<file path="src/rtl/dpq_pkg.sv">
`timescale 1ns / 1ps
// Shared types and constants for the dithered PCM quantizer.
package dpq_pkg;

  typedef enum logic [1:0] {
    FMT_U8  = 2'd0,
    FMT_S16 = 2'd1,
    FMT_S24 = 2'd2,
    FMT_S32 = 2'd3
  } fmt_e;

  typedef enum logic {
    REG_OUT_FORMAT   = 1'b0,
    REG_DITHER_LEVEL = 1'b1
  } reg_idx_e;

  localparam int unsigned SampleW = 34;
  localparam int unsigned WordW   = 32;
  localparam int unsigned LevelW  = 16;
  localparam int unsigned NoiseW  = 32;
  localparam int unsigned DithW   = LevelW + 1 + NoiseW + 1;
  localparam int unsigned FracW   = 48;
  localparam int unsigned SumW    = 75;
  localparam int unsigned IntW    = SumW - FracW;

  localparam fmt_e                FmtReset   = FMT_S16;
  localparam logic [LevelW-1:0]   LevelReset = 16'h8000;
  localparam logic [NoiseW-1:0]   SeedReset  = 32'h1234_5678;

endpackage

</file>
<file path="src/rtl/dithered_pcm_quantizer_top.sv">
`timescale 1ns / 1ps
// Top level of the dithered PCM quantizer: four-stage pipeline from sample to PCM word.
//
// Input words carry a signed Q3.31 sample and a block-start flag on a valid/ready
// channel; each gives exactly one PCM word on the output valid/ready channel.
// The output format and the dither level are set through a plain write port and
// should only be changed while no words are in flight.
// An accepted word passes the stage-one, stage-two, stage-three and output registers.
// One word per cycle is sustained while the receiver is ready: the xorshift step
// happens at acceptance (except in the 32-bit format), the 17x33 dither multiply
// has its own stage, the 75-bit exact sum its own, and rounding, clamping and
// encoding fill the output register.
// Each stage holds its word while the stage after it is full and cannot move on,
// so a stalled receiver backs the pipeline up one stage at a time; up to four
// words are held before the input ready drops.
// Reset empties the pipeline, seeds the generator with 0x12345678, clears the
// previous noise term and selects 16-bit output with unity dither level.
module dithered_pcm_quantizer_top
  import dpq_pkg::*;
(
  input  logic                      clk_i,
  input  logic                      rst_ni,
  input  logic                      cfg_we_i,
  input  logic                      cfg_idx_i,
  input  logic [LevelW-1:0]         cfg_data_i,
  input  logic                      in_valid_i,
  output logic                      in_ready_o,
  input  logic signed [SampleW-1:0] sample_i,
  input  logic                      block_start_i,
  output logic                      out_valid_o,
  input  logic                      out_ready_i,
  output logic [WordW-1:0]          pcm_word_o
);

  fmt_e              fmt_q;
  logic [LevelW-1:0] level_q;
  logic [NoiseW-1:0] gen_q, gen_d;
  logic [NoiseW-1:0] prev_q, prev_d;

  logic s1_vld_q, s2_vld_q, s3_vld_q, out_vld_q;
  logic rdy1, rdy2, rdy3, rdy4;

  logic signed [SampleW-1:0] s1_sample_q, s2_sample_q, s3_sample_q;
  logic [NoiseW-1:0]         s1_g_q, s1_prev_q;
  logic signed [DithW-1:0]   s2_dith_q;
  logic signed [SumW-1:0]    s3_sum_q;
  logic [WordW-1:0]          word_q;

  logic [NoiseW-1:0]       g1, g2, g3, prev_eff;
  logic signed [NoiseW:0]  noise_sum;
  logic signed [DithW-1:0] dith;
  logic signed [SumW-1:0]  s_scaled, sum;
  logic [IntW-1:0]         y_floor;
  logic [FracW-1:0]        frac;
  logic                    round_up;
  logic signed [IntW:0]    y_r;
  logic                    neg, ok8, ok16, ok24, ok32;
  logic [WordW-1:0]        word_d;
  logic                    accept;

  assign rdy4       = !out_vld_q || out_ready_i;
  assign rdy3       = !s3_vld_q || rdy4;
  assign rdy2       = !s2_vld_q || rdy3;
  assign rdy1       = !s1_vld_q || rdy2;
  assign in_ready_o = rdy1;
  assign accept     = in_valid_i && rdy1;

  always_ff @(posedge clk_i or negedge rst_ni) begin
    if (!rst_ni) begin
      fmt_q   <= FmtReset;
      level_q <= LevelReset;
    end else if (cfg_we_i) begin
      unique case (reg_idx_e'(cfg_idx_i))
        REG_OUT_FORMAT:   fmt_q   <= fmt_e'(cfg_data_i[1:0]);
        REG_DITHER_LEVEL: level_q <= cfg_data_i;
        default: ;
      endcase
    end
  end

  // Generator step; the 32-bit format leaves the generator untouched.
  always_comb begin
    g1       = gen_q ^ (gen_q << 13);
    g2       = g1 ^ (g1 >> 17);
    g3       = g2 ^ (g2 << 5);
    prev_eff = block_start_i ? '0 : prev_q;
    gen_d    = gen_q;
    prev_d   = prev_q;
    if (accept) begin
      if (fmt_q == FMT_S32) begin
        prev_d = prev_eff;
      end else begin
        gen_d  = g3;
        prev_d = g3;
      end
    end
  end

  always_ff @(posedge clk_i or negedge rst_ni) begin
    if (!rst_ni) begin
      gen_q     <= SeedReset;
      prev_q    <= '0;
      s1_vld_q  <= 1'b0;
      s2_vld_q  <= 1'b0;
      s3_vld_q  <= 1'b0;
      out_vld_q <= 1'b0;
    end else begin
      gen_q  <= gen_d;
      prev_q <= prev_d;
      if (rdy1) s1_vld_q  <= in_valid_i;
      if (rdy2) s2_vld_q  <= s1_vld_q;
      if (rdy3) s3_vld_q  <= s2_vld_q;
      if (rdy4) out_vld_q <= s3_vld_q;
    end
  end

  // The dither is level * (cur + prev) in units of 2^-48 output LSB.
  assign noise_sum = $signed({s1_g_q[NoiseW-1], s1_g_q})
                   + $signed({s1_prev_q[NoiseW-1], s1_prev_q});
  assign dith      = $signed({1'b0, level_q}) * noise_sum;

  always_comb begin
    case (fmt_q)
      FMT_U8:  s_scaled = {{17{s2_sample_q[SampleW-1]}}, s2_sample_q, 24'b0};
      FMT_S24: s_scaled = {s2_sample_q[SampleW-1], s2_sample_q, 40'b0};
      default: s_scaled = {{9{s2_sample_q[SampleW-1]}}, s2_sample_q, 32'b0};
    endcase
    sum = s_scaled + {{(SumW - DithW){s2_dith_q[DithW-1]}}, s2_dith_q};
  end

  // Round to nearest with ties to even, then clamp and encode; the 32-bit format only clamps the sample.
  always_comb begin
    y_floor  = s3_sum_q[SumW-1:FracW];
    frac     = s3_sum_q[FracW-1:0];
    round_up = frac[FracW-1] && ((|frac[FracW-2:0]) || y_floor[0]);
    y_r      = $signed({y_floor[IntW-1], y_floor}) + $signed({{IntW{1'b0}}, round_up});
    neg      = y_r[IntW];
    ok8      = (&y_r[IntW:7])  || !(|y_r[IntW:7]);
    ok16     = (&y_r[IntW:15]) || !(|y_r[IntW:15]);
    ok24     = (&y_r[IntW:23]) || !(|y_r[IntW:23]);
    ok32     = (&s3_sample_q[SampleW-1:31]) || !(|s3_sample_q[SampleW-1:31]);
    case (fmt_q)
      FMT_U8: begin
        if (ok8) word_d = {24'b0, ~y_r[7], y_r[6:0]};
        else     word_d = neg ? 32'h0000_0000 : 32'h0000_00FF;
      end
      FMT_S16: begin
        if (ok16) word_d = {16'b0, y_r[15:0]};
        else      word_d = neg ? 32'h0000_8000 : 32'h0000_7FFF;
      end
      FMT_S24: begin
        if (ok24) word_d = {8'b0, y_r[23:0]};
        else      word_d = neg ? 32'h0080_0000 : 32'h007F_FFFF;
      end
      default: begin
        if (ok32) word_d = s3_sample_q[WordW-1:0];
        else      word_d = s3_sample_q[SampleW-1] ? 32'h8000_0000 : 32'h7FFF_FFFF;
      end
    endcase
  end

  always_ff @(posedge clk_i) begin
    if (accept) begin
      s1_sample_q <= sample_i;
      s1_g_q      <= g3;
      s1_prev_q   <= prev_eff;
    end
    if (rdy2 && s1_vld_q) begin
      s2_sample_q <= s1_sample_q;
      s2_dith_q   <= dith;
    end
    if (rdy3 && s2_vld_q) begin
      s3_sample_q <= s2_sample_q;
      s3_sum_q    <= sum;
    end
    if (rdy4 && s3_vld_q) begin
      word_q <= word_d;
    end
  end

  assign out_valid_o = out_vld_q;
  assign pcm_word_o  = word_q;

endmodule

</file>
<file path="config.mk">
export PLATFORM = sky130hd
export DESIGN_NAME = dithered_pcm_quantizer_top
export DESIGN_NICKNAME = d
export VERILOG_FILES = /design/src/rtl/dpq_pkg.sv /design/src/rtl/dithered_pcm_quantizer_top.sv
export SDC_FILE = /design/constraint.sdc
export NUM_CORES = 2
export LEC_CHECK = 0
export ABC_CLOCK_PERIOD_IN_PS = 20900
export BUFFER_PORTS_ARGS = -buffer_cell sky130_fd_sc_hd__buf_2
export CAP_MARGIN = 20
export CORE_MARGIN = 3
export CORE_UTILIZATION = 62
export CTS_CLUSTER_SIZE = 20
export DETAILED_ROUTE_END_ITERATION = 6
export GPL_ROUTABILITY_DRIVEN = 0
export PLACE_DENSITY = 0.88
export REMOVE_ABC_BUFFERS = 1
export SYNTH_ARGS = -nofsm -noshare
export SYNTH_HDL_FRONTEND = slang
export SYNTH_SLANG_ARGS = --single-unit
</file>
<file path="constraint.sdc">
create_clock -name clk_i -period 20.9 [get_ports clk_i]
set_input_delay 4.18 -clock clk_i [delete_from_list [all_inputs] [get_ports clk_i]]
set_output_delay 4.18 -clock clk_i [all_outputs]
set_load 0.01 [all_outputs]
</file>
==> summary.txt <==
Clocking
  • CTS Buffer Depth: 3
  • Htree depth: 2
  • CTS root buffer: clkbuf_16
  • Clk sink count: 409
  • CTS buffer count: 44
  • Setup Fix Bufs, Post-CTS: 0
  • Clk_lat worst skew: 0.60 ns
  • CTS Hold Bufs: 0
  • Clock transition at path regs: 0.06 ns
  • CTS tree: yes
  • PostCTS Resize Cnt: 0

STA
  • Worst Tran Pin Value: 1.11 ns
  • Part of the cycle the worst path needs: 46.3%
  • Fmax: 103 MHz
  • Min Clock Period, post-route: 9.68 ns
  • Setup TNS: 0 ns
  • Fin. Hold Viols: 0
  • Slew Viols, Final: 0
  • Setup violations, final: 0
  • RSZ-0062 raised after global routing: no
  • Relative slew margins: 25.9%
  • Layout Skew: 0.0249 ns

Global routing
  • Gr usage total: 30.1%
  • Vias in the first global route: 30.6k
  • Largest net degree at the start of global routing: 75
  • Grt ovf: 0
  • Global-route wire length before repair: 161000 um
  • Initial antenna violation count: 4

Logic synthesis
  • Post-Synthesis Cells: 4074
  • Post-Synth Simple-Gate Area: 15.6%
  • Syn Area/Cell: 9.90 sq um
  • Synthesized area: 40300 sq um
  • Mux cell area share after synthesis: 2.03%
  • Synth Flop Type: edfxtp_1
  • Top post-synthesis cells by area: fa_1 (25%), edfxtp_1 (24%), ha_1 (6.3%)
  • Post-Synth XOR/XNOR Area: 4.32%
  • Synth warnings: 0
  • Netlist cell types: 96
  • Post-Synth Adder-Cell Area: 31.3%
  • Ys async rst share: 21.0%
  • Fraction of the mapped netlist area in compound gates: 9.36%
  • Area share of the largest cell type after synthesis: 25.1%
  • Number of synthesized flops with an enable pin: 323
  • Largest family of logic cells by synthesized area: adder cells
  • Area leader, netlist: fa_1
  • Synthesis-stage register bit count: 409
  • Part of the Yosys area used for sequential elements: 29.4%

Critical path
  • Crit-path max cell delay: 0.75 ns
  • CP Class: flip-flop to flip-flop
  • CP arrival: 10.02 ns
  • Worst path top cell family by delay: adder cells
  • Setup slack, reg-to-reg: 11.22 ns
  • Critical Path RT: 21.24 ns
  • Critical path peak fanout: 9
  • Most frequent CP cell: fa_1
  • Setup crit end kind: flip-flop
  • CP startpoint kind: flip-flop
  • Worst Path Buf+Inv: 5
  • Critical-path top delay cell: xor2_1
  • R2r endpoint: s2_dith_q[44]
  • Worst R2R Start: s1_prev_q[0]
  • Worst reg-to-reg path cell count: 31

Floorplan
  • I/O pin cnt: 91
  • Die area: 68200 sq um
  • Die H: 261 um
  • Core box area: 63800 sq um
  • # rows: 92
  • Initial core utilization: 63.3%
  • Die width: 261 um

Routing
  • Via count: 30.3k
  • ANT nets after route: 0
  • DR iter-0 viols: 3317
  • Routed len/inst: 20.6 um
  • DR vias/cell: 6.13
  • DRT Pass-1 Iters: 7
  • Remaining DRCs: 0
  • Final WL: 102000 um

Worst hold path
  • Hold Path Sink: s2_sample_q[27]
  • Worst hold path class: flip-flop to flip-flop
  • Beginning of the worst hold path: s1_sample_q[27]
  • Hold Path Stages: 0

Place
  • Final HPWL DP: 74500 um
  • Port Buffer Count: 90

Run status
  • Status: finished, final reports clean

Job
  • Max Cap Viol: 0

Final layout
  • Layout cells sized above 1: 7.67%
  • Final Net Count: 4836
  • Fill cell count: 4401
  • Area Overhead vs Synth: 6.67%
==> sequential cells by signal (all words and copies together) (netlist names) <==
| register | cells |
|---|---|
| level_q | 16 |
| pcm_word_o | 32 |
| s2_vld_q | 1 |
| s2_sample_q | 34 |
| fmt_q | 2 |
| s1_sample_q | 34 |
| s3_sample_q | 34 |
| out_valid_o | 1 |
| s2_dith_q | 50 |
| s3_vld_q | 1 |
| prev_q | 32 |
| gen_q | 32 |
| s1_g_q | 32 |
| s1_vld_q | 1 |
| s1_prev_q | 32 |
| s3_sum_q | 75 |
==> per-stage QoR <==
stage / utilization [%] / worst slack [ns] / hold slack (ns) / std cells / cell area [sq um]
after floorplan: - / 11.98 / 0.400 / 3876 / 39500
after global placement: 65.0 / 11.51 / 0.401 / 4868 / 41500
after detailed placement: 65.0 / 11.22 / 0.405 / 4868 / 41500
after CTS: 67.3 / 11.15 / 0.414 / 4948 / 42900
after global routing: 67.5 / 10.84 / 0.422 / 4952 / 43000
final: 67.5 / 11.22 / 0.415 / 4953 / 43000
==> kinds of logic (layout without fill, tap and decap cells) <==
kind of cell | after synthesis | in the layout
AOI/OAI and AO/OA | 565 | 565
xor gates and xnor gates | 199 | 199
adders and majority gates | 707 | 707
buffers and inverters | 837 | 869
DFF | 409 | 409
muxes | 78 | 78
other | 0 | 1
and+or+nand+nor | 1279 | 1279
==> synth_stat cells (8+ instances only) <==
| cell type | instances |
|---|---|
| xor2_1 | 72 |
| fa_1 | 505 |
| o211ai_1 | 13 |
| o21ai_0 | 142 |
| a31oi_1 | 20 |
| mux2i_1 | 49 |
| nor2b_1 | 67 |
| mux2_2 | 29 |
| a21oi_1 | 128 |
| a22o_1 | 9 |
| and2_1 | 175 |
| nand2_1 | 575 |
| and3_1 | 28 |
| o31a_1 | 8 |
| o21bai_1 | 20 |
| nor4_1 | 24 |
| nor3_1 | 55 |
| dfrtp_1 | 71 |
| inv_1 | 638 |
| and3b_1 | 11 |
| nand3b_1 | 11 |
| dfstp_2 | 15 |
| a21o_1 | 58 |
| clkbuf_1 | 168 |
| a311oi_1 | 27 |
| nor2_1 | 103 |
| xnor2_1 | 127 |
| edfxtp_1 | 323 |
| ha_1 | 202 |
| nand3_1 | 99 |
| o21a_1 | 19 |
| a211oi_1 | 22 |
| or3_1 | 10 |
| nand2b_1 | 31 |
| nand4_1 | 43 |
| o31ai_1 | 11 |
| buf_2 | 13 |
==> cell usage in the layout (no fill, tap or decap), types with 22 or more instances in the layout <==
cell         n
a211oi_1    22
a21o_1      58
a21oi_1    127
a311oi_1    27
and2_1     172
and3_1      28
buf_2       89
buf_4       57
clkbuf_16   46
dfrtp_1     71
edfxtp_1   323
fa_1       505
ha_1       202
inv_1      638
mux2_2      29
mux2i_1     49
nand2_1    575
nand2b_1    31
nand3_1     99
nand4_1     43
nor2_1     103
nor2b_1     66
nor3_1      55
nor4_1      24
o21ai_0    142
xnor2_1    127
xor2_1      72
==> worst max-delay path by stage <==
stage | cells after the start | end | startpoint | slack [ns]
after global routing | 28 | s2_dith_q[43] | s1_prev_q[29] | 10.84
after floorplan | 27 | s2_dith_q[44] | s1_g_q[19] | 11.98
after detailed placement | 30 | s2_dith_q[49] | s1_g_q[26] | 11.22
after global placement | 30 | s2_dith_q[49] | s1_g_q[26] | 11.51
after CTS | 30 | s2_dith_q[49] | s1_g_q[26] | 11.15
final | 31 | s2_dith_q[44] | s1_prev_q[0] | 11.22
==> cell type report <==
type                    instances  area [sq um]  area share (%)
repair buffers                150           983            2.29
flip-flops and latches        409         11900            27.6
well taps                     846          1060            2.46
diodes                          1          2.50         0.00582
clock buffers                  60          1230            2.87
inverters                     639          2400            5.57
clock inverters                20           208           0.483
multi-input cells            2828         25300            58.7
==> layer usage <==
metal	share of wire, %	vias to the layer above	track usage, %
li1	-	13300	-
met3	11	404	6.95
met1	36	14700	37.7
met5	0.032	-	0
met2	47	1892	49.5
met4	5.5	4	14.9
Power is not shown: default switching activity piles up to over one toggle a cycle in this logic, so the estimate is an artifact.
